$ cat src/hw/rtl/eipc_pkg.sv
// shared types, codes and helpers of the external interrupt pin controller
// no dependencies
package eipc_pkg;

  localparam int unsigned PIN_COUNT_DEF = 8;
  localparam int unsigned PIN_W         = 8;
  localparam int unsigned TRIG_FIELD_W  = 4;
  localparam int unsigned FIRST_W       = 3;
  localparam int unsigned CFG_IDX_W     = 2;
  localparam int unsigned CFG_DATA_W    = 32;
  localparam int unsigned TDATA_W       = 16;

  // trigger codes of one pin field, the rest are reserved
  typedef enum logic [TRIG_FIELD_W-1:0] {
    TRIG_LOW  = 4'h0,
    TRIG_HIGH = 4'h1,
    TRIG_FALL = 4'h2,
    TRIG_RISE = 4'h3,
    TRIG_BOTH = 4'h4
  } trig_e;

  // configuration register indexes
  typedef enum logic [CFG_IDX_W-1:0] {
    CFG_TRIGGER = 2'd0,
    CFG_MASK    = 2'd1
  } cfg_idx_e;

  // per pin input of one cell
  typedef struct packed {
    logic level;
    logic clear;
    logic mask;
  } pin_in_t;

  // per pin status handed out of one cell
  typedef struct packed {
    logic pend;
    logic hit;
  } pin_out_t;

  // one result item
  typedef struct packed {
    logic [FIRST_W-1:0] first_pending;
    logic               irq_request;
    logic [PIN_W-1:0]   pending_bits;
  } result_t;

  // trigger condition of one pin
  function automatic logic pin_fires(logic [TRIG_FIELD_W-1:0] code, logic now, logic prev);
    logic fire;
    case (code)
      TRIG_LOW:  fire = !now;
      TRIG_HIGH: fire = now;
      TRIG_FALL: fire = prev && !now;
      TRIG_RISE: fire = !prev && now;
      TRIG_BOTH: fire = prev ^ now;
      default:   fire = 1'b0;
    endcase
    return fire;
  endfunction

endpackage

$ cat src/hw/rtl/eipc_cell.sv
// one pin cell: previous level, pending flag and a link of the priority chain
// depends on eipc_pkg
module eipc_cell
  import eipc_pkg::*;
(
  input  logic                    clk_i,
  input  logic                    rst_ni,
  input  logic                    accept_i,
  input  logic [TRIG_FIELD_W-1:0] code_i,
  input  pin_in_t                 pin_i,
  input  logic                    found_i,
  output logic                    found_o,
  output pin_out_t                pin_o
);

  logic prev_q, prev_d;
  logic pend_q, pend_d;
  logic active;

  // clear first, then set on trigger
  always_comb begin
    pend_d = (pend_q && !pin_i.clear) || pin_fires(code_i, pin_i.level, prev_q);
    prev_d = pin_i.level;
  end

  // priority link: first unmasked pending pin from the low end
  assign active      = pend_d && !pin_i.mask;
  assign found_o     = found_i || active;
  assign pin_o.pend  = pend_d;
  assign pin_o.hit   = active && !found_i;

  // state advances once per accepted item
  always_ff @(posedge clk_i or negedge rst_ni) begin
    if (!rst_ni) begin
      prev_q <= 1'b1;
      pend_q <= 1'b0;
    end else if (accept_i) begin
      prev_q <= prev_d;
      pend_q <= pend_d;
    end
  end

endmodule

$ cat src/hw/rtl/eipc_skid.sv
// two-entry output buffer: main register plus skid register
// depends on eipc_pkg
module eipc_skid
  import eipc_pkg::*;
(
  input  logic    clk_i,
  input  logic    rst_ni,
  input  logic    in_valid_i,
  output logic    in_ready_o,
  input  result_t in_data_i,
  output logic    out_valid_o,
  input  logic    out_ready_i,
  output result_t out_data_o
);

  logic    main_valid_q, skid_valid_q;
  result_t main_q, skid_q;
  logic    push, pop;

  assign in_ready_o  = !skid_valid_q;
  assign push        = in_valid_i && in_ready_o;
  assign pop         = main_valid_q && out_ready_i;
  assign out_valid_o = main_valid_q;
  assign out_data_o  = main_q;

  // valid flags
  always_ff @(posedge clk_i or negedge rst_ni) begin
    if (!rst_ni) begin
      main_valid_q <= 1'b0;
      skid_valid_q <= 1'b0;
    end else if (pop) begin
      if (skid_valid_q) begin
        skid_valid_q <= 1'b0;
      end else begin
        main_valid_q <= push;
      end
    end else if (push) begin
      if (main_valid_q) begin
        skid_valid_q <= 1'b1;
      end else begin
        main_valid_q <= 1'b1;
      end
    end
  end

  // payload
  always_ff @(posedge clk_i) begin
    if (pop) begin
      if (skid_valid_q) begin
        main_q <= skid_q;
      end else if (push) begin
        main_q <= in_data_i;
      end
    end else if (push) begin
      if (main_valid_q) begin
        skid_q <= in_data_i;
      end else begin
        main_q <= in_data_i;
      end
    end
  end

endmodule

$ cat src/hw/rtl/external_interrupt_pin_controller_top.sv
// External interrupt pin controller for a group of up to eight pins.
// Input channel s_axis_*: one item per sample tick carries the pin levels
// and a write-one-to-clear mask for the pending flags.
// Output channel m_axis_*: one result item per input item with the pending
// flags, the interrupt request and the lowest unmasked pending pin.
// Configuration: cfg_we_i writes the register cfg_idx_i from cfg_data_i;
// index 0 holds the 4-bit trigger fields, index 1 the mask, others ignored.
// A result is registered in the output buffer when its item is taken.
// Throughput is one item per cycle while the receiver keeps up, set by the
// row of pin cells, which all update in the accepting cycle, and the two-entry output buffer.
// When the receiver stalls, the buffer keeps taking one more item; input
// ready drops only when both output entries are full.
// Reset sets all previous levels high, clears all pending flags, trigger
// fields to low level and masks every pin; the output buffer empties.
// Pins at or above PinCount never become pending and read as zero.
// depends on eipc_pkg, eipc_cell, eipc_skid
module external_interrupt_pin_controller_top
  import eipc_pkg::*;
#(
  parameter int unsigned PinCount = PIN_COUNT_DEF
) (
  input  logic                  clk_i,
  input  logic                  rst_ni,
  // configuration write port
  input  logic                  cfg_we_i,
  input  logic [CFG_IDX_W-1:0]  cfg_idx_i,
  input  logic [CFG_DATA_W-1:0] cfg_data_i,
  // input items
  input  logic                  s_axis_tvalid,
  output logic                  s_axis_tready,
  input  logic [TDATA_W-1:0]    s_axis_tdata,  // [7:0] pin_levels, [15:8] clear_bits
  // result items
  output logic                  m_axis_tvalid,
  input  logic                  m_axis_tready,
  output logic [TDATA_W-1:0]    m_axis_tdata   // [7:0] pending_bits, [8] irq_request,
                                               // [11:9] first_pending, [15:12] zero
);

  localparam int unsigned TrigW = TRIG_FIELD_W * PinCount;

  logic [TrigW-1:0]    trig_q;
  logic [PinCount-1:0] mask_q;
  logic                accept;
  logic [PIN_W-1:0]    levels, clears;
  logic [PinCount:0]   found;
  pin_in_t             pin_in  [PinCount];
  pin_out_t            pin_out [PinCount];
  result_t             res, res_out;

  // configuration registers
  always_ff @(posedge clk_i or negedge rst_ni) begin
    if (!rst_ni) begin
      trig_q <= '0;
      mask_q <= '1;
    end else if (cfg_we_i) begin
      case (cfg_idx_i)
        CFG_TRIGGER: trig_q <= cfg_data_i[TrigW-1:0];
        CFG_MASK:    mask_q <= cfg_data_i[PinCount-1:0];
        default:     ;
      endcase
    end
  end

  assign accept = s_axis_tvalid && s_axis_tready;
  assign levels = s_axis_tdata[PIN_W-1:0];
  assign clears = s_axis_tdata[2*PIN_W-1:PIN_W];
  assign found[0] = 1'b0;

  // row of pin cells chained by the priority link
  for (genvar g = 0; g < PinCount; g++) begin : g_cell
    assign pin_in[g].level = levels[g];
    assign pin_in[g].clear = clears[g];
    assign pin_in[g].mask  = mask_q[g];

    eipc_cell u_cell (
      .clk_i    (clk_i),
      .rst_ni   (rst_ni),
      .accept_i (accept),
      .code_i   (trig_q[TRIG_FIELD_W*g +: TRIG_FIELD_W]),
      .pin_i    (pin_in[g]),
      .found_i  (found[g]),
      .found_o  (found[g+1]),
      .pin_o    (pin_out[g])
    );
  end

  // gather the result item; hits are one-hot so indexes can be or-ed
  always_comb begin
    res = '0;
    for (int unsigned i = 0; i < PinCount; i++) begin
      res.pending_bits[i] = pin_out[i].pend;
      if (pin_out[i].hit) begin
        res.first_pending = res.first_pending | FIRST_W'(i);
      end
    end
    res.irq_request = found[PinCount];
  end

  eipc_skid u_skid (
    .clk_i       (clk_i),
    .rst_ni      (rst_ni),
    .in_valid_i  (s_axis_tvalid),
    .in_ready_o  (s_axis_tready),
    .in_data_i   (res),
    .out_valid_o (m_axis_tvalid),
    .out_ready_i (m_axis_tready),
    .out_data_o  (res_out)
  );

  assign m_axis_tdata = TDATA_W'(res_out);

endmodule

$ cat config.mk
export PLATFORM = sky130hd
export DESIGN_NAME = external_interrupt_pin_controller_top
export DESIGN_NICKNAME = d
export VERILOG_FILES = /design/src/hw/rtl/eipc_pkg.sv /design/src/hw/rtl/eipc_cell.sv /design/src/hw/rtl/eipc_skid.sv /design/src/hw/rtl/external_interrupt_pin_controller_top.sv
export SDC_FILE = /design/constraint.sdc
export NUM_CORES = 1
export LEC_CHECK = 0
export ABC_AREA = 1
export BUFFER_PORTS_ARGS = -buffer_cell sky130_fd_sc_hd__buf_2
export CAP_MARGIN = 20
export CORE_ASPECT_RATIO = 2
export CORE_MARGIN = 10
export CORE_UTILIZATION = 45
export CTS_CLUSTER_DIAMETER = 100
export CTS_CLUSTER_SIZE = 24
export DETAILED_ROUTE_END_ITERATION = 7
export GPL_ROUTABILITY_DRIVEN = 0
export GPL_TIMING_DRIVEN = 0
export HOLD_SLACK_MARGIN = 0.15
export PLACE_DENSITY = 0.66
export SLEW_MARGIN = 20
export SYNTH_ARGS = -nofsm -noshare
export SYNTH_HDL_FRONTEND = slang
export SYNTH_SLANG_ARGS = --single-unit
$ cat constraint.sdc
create_clock -name clk_i -period 2.1 [get_ports clk_i]
set_input_delay 0.42 -clock clk_i [delete_from_list [all_inputs] [get_ports clk_i]]
set_output_delay 0.42 -clock clk_i [all_outputs]
set_load 0.1 [all_outputs]
* Word level (Yosys, flattened, before mapping) *
Cells that the tools add are included.

word-level totals
  register bits = 82
  bits of input ports = 55

operators by class
  eq/ne operators = 35
  muxes and demuxes = 26
  bitwise logic cells = 9
  reductions and logical operators = 114

operator list
  cell                  count
  $eq A4 B2 Y1 const B  16
  $mux W12              5
  $logic_and A1 B1 Y1   41
  $logic_not A1 Y1      40
  $pmux W1 S5           8
  $eq A4 B1 Y1 const B  8
  $eq A4 B3 Y1 const B  8
  $logic_not A4 Y1      8
  $logic_or A1 B1 Y1    15
  $mux W3               4
  $reduce_and A2 Y1     4
  $xor A1 B1 Y1         8
  $mux W1               7
  $reduce_and A3 Y1     2
  $reduce_bool A2 Y1    3
  $mux W2               2
  $ne A2 B2 Y1 const B  2
  $eq A2 B1 Y1 const B  1
  $logic_not A2 Y1      1
  $not A1 Y1            1

* Logic depth before layout (Yosys ltp) *
  word-level depth = 17
  depth in mapped cells = 15
  depth with buffers taken out = 15

* Hierarchy *
From an unflattened synthesis, not the netlist that was laid out.

second synthesis, totals
  cell total of the unflattened synthesis = 597
  area total of the unflattened synthesis = 4,753.3 um2

by module, submodules not included
  module                                 times used  cells an instance  area an instance (um2)
  eipc_cell                              8           40                 244.0
  external_interrupt_pin_controller_top  1           191                1,729.2
  eipc_skid                              1           86                 1,072.3

* Worst setup path after synthesis *
Ideal clock, no wire load.

  kind = register to register
  from = register u_skid.skid_valid_q
  to = register u_skid.main_q (netlist bit u_skid.out_data_o[0]) (enable)
  library setup time = 380 ps
  data arrival time = 2,004 ps
  data required time = 1,720 ps
  setup slack = -285 ps
  cell stages (with the launch flop) = 6
  path buffers = 0
  cell sequence = dfrtp_1 -> inv_1 -> nand2_1 -> inv_1 -> a21oi_1 -> nor2_1

between the ends
  cells in the longest elaborated chain, start to end = 4
  elaborated cells on any way between the ends = 5
  those cells by class = reduce/logical: 5

ends and longest elaborated chain
  element                        line                                         text
  from (decl)                    eipc_skid.sv:16                              logic main_valid_q, skid_valid_q;
  from (signal assigned)         eipc_skid.sv:30                              skid_valid_q <= 1'b0;
  from (signal assigned)         eipc_skid.sv:33                              skid_valid_q <= 1'b0;
  from (signal assigned)         eipc_skid.sv:39                              skid_valid_q <= 1'b1;
  $logic_not A1 Y1 *             eipc_skid.sv:20                              assign in_ready_o = !skid_valid_q;
  net s_axis_tready              external_interrupt_pin_controller_top.sv:30  output logic s_axis_tready,
  $logic_and A1 B1 Y1 *          eipc_skid.sv:21                              assign push = in_valid_i && in_ready_o;
  $reduce_bool A2 Y1 (no line)   -
  $reduce_and A3 Y1 (no line) *  -
  to (signal assigned)           eipc_skid.sv:50                              main_q <= skid_q;
  to (signal assigned)           eipc_skid.sv:52                              main_q <= in_data_i;
  to (signal assigned)           eipc_skid.sv:58                              main_q <= in_data_i;
  to (decl)                      eipc_skid.sv:17                              result_t main_q, skid_q;

The timed path passes the listed nets; every way through them passes the cells marked *.
A chain may end at the register's enable or synchronous reset.

==> results.txt <==
----------------------------------------------------
[Critical path]
  Top cell by count, worst path ... nand2_1
  Arrival time of the worst setup path ... 2030 ps
  Cell-by-cell trace of the critical path ... ha_1 -> nand3b_1 -> nand2_1 -> nor2_1 -> nand3_2 -> nand2_1 -> nand2_2 -> nor2_1 -> nand2_2 -> nand3_2 -> nand2_1 -> nand2_1
  Critical path class ... flip-flop to flip-flop
  Required time of the critical path ... 2190 ps
  Max Fanout on Critical Path ... 4
  R2R setup slack ... around 160 ps
  Worst flop-to-flop path startpoint ... g_cell[4].u_cell.prev_q
  Length in cells of the worst reg-to-reg path ... 12
  Worst Setup SP ... g_cell[4].u_cell.prev_q
  RR Endpoint ... u_skid.out_data_o[9]
  Crit path to ... u_skid.out_data_o[9]
  CP max-delay cell ... dfstp_2
  CP Launch Type ... flip-flop
  Critical path capture point type ... flip-flop
  Delay of the slowest critical-path stage ... between 500 and 600 ps

[Timing]
  Slew at the pin with the worst max-slew slack ... about 1000 ps
  Hold Slack ... about 140 ps
  Final cycle utilization of the critical path ... about 92%
  Final critical-path required period ... between 1500 and 2000 ps
  Worst clock skew ... approximately 7.1 ps
  Final hold violations ... 0
  Post-Route Setup TNS ... 0 ps
  Max Slew Vio Count ... 0
  Worst relative slew slack ... between 30% and 40%
  Achievable clock frequency ... between 500 and 600 MHz
  Setup violations, final ... 0
  RSZ-0062 raised after global routing ... false

[Yosys]
  Post-synthesis instance area ... about 4300 um2
  Syn_area_per_cell ... between 8 and 9 um2
  Fraction of synthesized cell area taken by the top area cell type ... between 20% and 30%
  Largest cells by area after synthesis ... dfrtp_1 25%, edfxtp_1 17%, dfstp_2 9.9%, nand2_1 8.6%, inv_1 8.3%
  Leading register cell type out of synthesis ... dfrtp_1
  Synth async-reset ratio ... between 70% and 80%
  Number of instances in the synthesized netlist ... between 500 and 600
  Register bit count reported by yosys ... 82
  Number of synthesized flops with an enable pin ... 24
  Number of unique standard cell types used by synthesis ... 25
  Leading area contributor after synthesis ... dfrtp_1
  Commonest cells in the netlist ... 98 x nand2_1, 94 x inv_1, 61 x nor2_1
  Sequential share of the synthesized area ... 51.5%
  Count leader, synth ... nand2_1
  Yosys Warn Count ... 0

[Clock tree]
  Clock transition at path regs ... ~60 ps
  Cell chosen for the clock root ... clkbuf_16
  Level count of the clock H-tree ... 3
  Clock latency of the later-clocked register in the worst-skew pair ... approximately 340 ps
  TritonCTS buffer count ... 9
  Clock tree from TritonCTS ... done
  Max Root-Sink Buffers ... 2
  Number of clock sinks seen by CTS ... 82

[Pwr]
  Worst IR drop on VDD ... 0.669 mV
  Power after layout ... approximately 6.5 mW
  P per Cell Area ... ~1300 nW/um2
  Total leakage power ... ~2.7 nW

[Place]
  Placed inst area ... ~4700 um2
  Detailed placement HPWL ... approximately 7400 um
  Count of buffers inserted at the top-level ports ... slightly below 70

[Run]
  Maximum capacitance violations ... 0

[Floorplanning]
  Die Height ... 158 um
  Starting density of the core ... between 40% and 50%
  Core box area ... 9320 um2
  Num rows ... 50
  Number of top-level pins ... 73
  Die outline width ... around 89 um
  DIE AREA ... 14,000 um2

[Global routing]
  Global-route wire length before repair ... approximately 15,000 um
  Antenna violations before repair ... 0
  Final global-route overflow total ... 0
  Vias in the first global route ... around 3,400
  Largest net degree at the start of global routing ... between 50 and 60
  Total global routing track utilization ... between 10 and 15%

[Final layout]
  Synthesis-to-finish area growth ... 18.6%
  Final net count ... 657
  Post-Route Utilization ... between 50% and 60%
  Share of post-route cells with drive strength above 1 ... around a quarter
  Final instance area ... slightly above 5000 um2

[Routing]
  Total DRC errors in the routed layout ... 0
  Antenna-violating nets left ... 0
  DR iter-0 viols ... around 120
  Via-per-instance ratio ... approximately 4.8
  Aggregate routed wire length ... ~9400 um
  Final routed wire length divided by cell count ... between 10 and 15 um
  Detailed-route via count ... around 3,400
  Detailed Routing Iterations Pass 1 ... 4

[Outcome]
  Status ... completed

[Min path]
  Hold Path Class ... primary input to asynchronous set/reset pin

----------------------------------------------------
## flip-flops by register name, indices dropped and copies added (netlist names)
| name | count |
|---|---|
| mask_q | 8 |
| u_skid.out_data_o | 12 |
| u_skid.skid_valid_q | 1 |
| u_skid.out_valid_o | 1 |
| u_skid.skid_q | 12 |
| trig_q | 32 |
| g_cell.u_cell.pend_q | 8 |
| g_cell.u_cell.prev_q | 8 |
## critical path: cells and delay by family, from the launching register on
family	cells	cell delay, ps
adder cells (fa/ha/maj)	1	230
AND/OR/NAND/NOR	11	920
flip-flops	1	550
## cells by family (layout without fill, tap and decap cells)
kind of cell / count (synthesis) / count (layout) / synth area share, %
simple gates: 225 / 225 / 24.4
buf+inv: 110 / 195 / 10.1
flops: 82 / 82 / 51.5
compound gates: 61 / 61 / 7.17
fa+ha+maj: 16 / 16 / 4.70
mux: 8 / 8 / 2.11
other cells: 1 / 5 / 0.0880
## power breakdown
group          internal [mW]  leakage [nW]  switching (mW)
sequential              2.26         0.892           0.246
clock                  0.827         0.136           0.605
combinational          0.610          1.64            1.92
## repair_timing
action	4_1_cts	5_1_grt
hold buffers	0	0
setup buffers	0	1
resized for setup	0	6
endpoints found under the setup margin	0	3
## layout make-up
| type | instances | area [um2] |
|---|---|---|
| Sequential cell | 82 | 2190 |
| Antenna cell | 1 | 2.50 |
| Timing Repair Buffer | 69 | 350 |
| Inverter | 94 | 357 |
| Multi-Input combinational cell | 314 | 1670 |
| Clock buffer | 11 | 243 |
| Tap cell | 104 | 130 |
| Clock inverter | 5 | 28.8 |
| Fill cell | 892 | 4270 |
| Buffer | 16 | 76.3 |
## per-stage QoR
step	std cells	worst slack (ps)
floorplan	506	62.2
global route	695	5.52
detailed placement	678	-18.7
finish	696	163
CTS	694	121
global placement	678	17.1
## routing by layer
| metal | up-vias | GRT usage, % | share of wire [%] |
|---|---|---|---|
| met5 | - | 0 | 0 |
| met4 | 0 | 7.36 | 2.5 |
| met2 | 64 | 25.6 | 55 |
| met3 | 17 | 3.29 | 3.8 |
| li1 | 1740 | - | - |
| met1 | 1549 | 14.3 | 38 |
## worst min-delay path by stage
stage	cells after the start	endpoint
2_1_floorplan	0	g_cell[0].u_cell.pend_q
3_3_place_gp	2	g_cell[2].u_cell.pend_q
3_5_place_dp	2	g_cell[0].u_cell.pend_q
4_1_cts	1	trig_q[24]
5_1_grt	1	trig_q[29]
6_report	1	trig_q[24]
## layout by cell type, fill, tap and decap left out
| cell | n |
|---|---|
| nand4_1 | 7 |
| dfstp_2 | 16 |
| diode_2 | 1 |
| o21ai_1 | 3 |
| dfrtp_1 | 41 |
| a21oi_1 | 19 |
| clkbuf_1 | 11 |
| nor2_2 | 6 |
| nand2_1 | 95 |
| clkinvlp_4 | 2 |
| clkbuf_16 | 9 |
| conb_1 | 4 |
| or2_2 | 1 |
| nand3_1 | 29 |
| clkbuf_8 | 1 |
| ha_1 | 16 |
| nand3_4 | 1 |
| nand3_2 | 10 |
| buf_2 | 68 |
| dfrtp_2 | 1 |
| nor2_8 | 1 |
| inv_1 | 93 |
| inv_4 | 1 |
| nor2_1 | 59 |
| o21ai_0 | 39 |
| nand2_4 | 1 |
| buf_4 | 6 |
| clkinv_2 | 3 |
| mux2_2 | 8 |
| nand3b_1 | 5 |
| edfxtp_1 | 24 |
| buf_1 | 1 |
| nand2_2 | 10 |
Power figures use the tool's default switching activity.
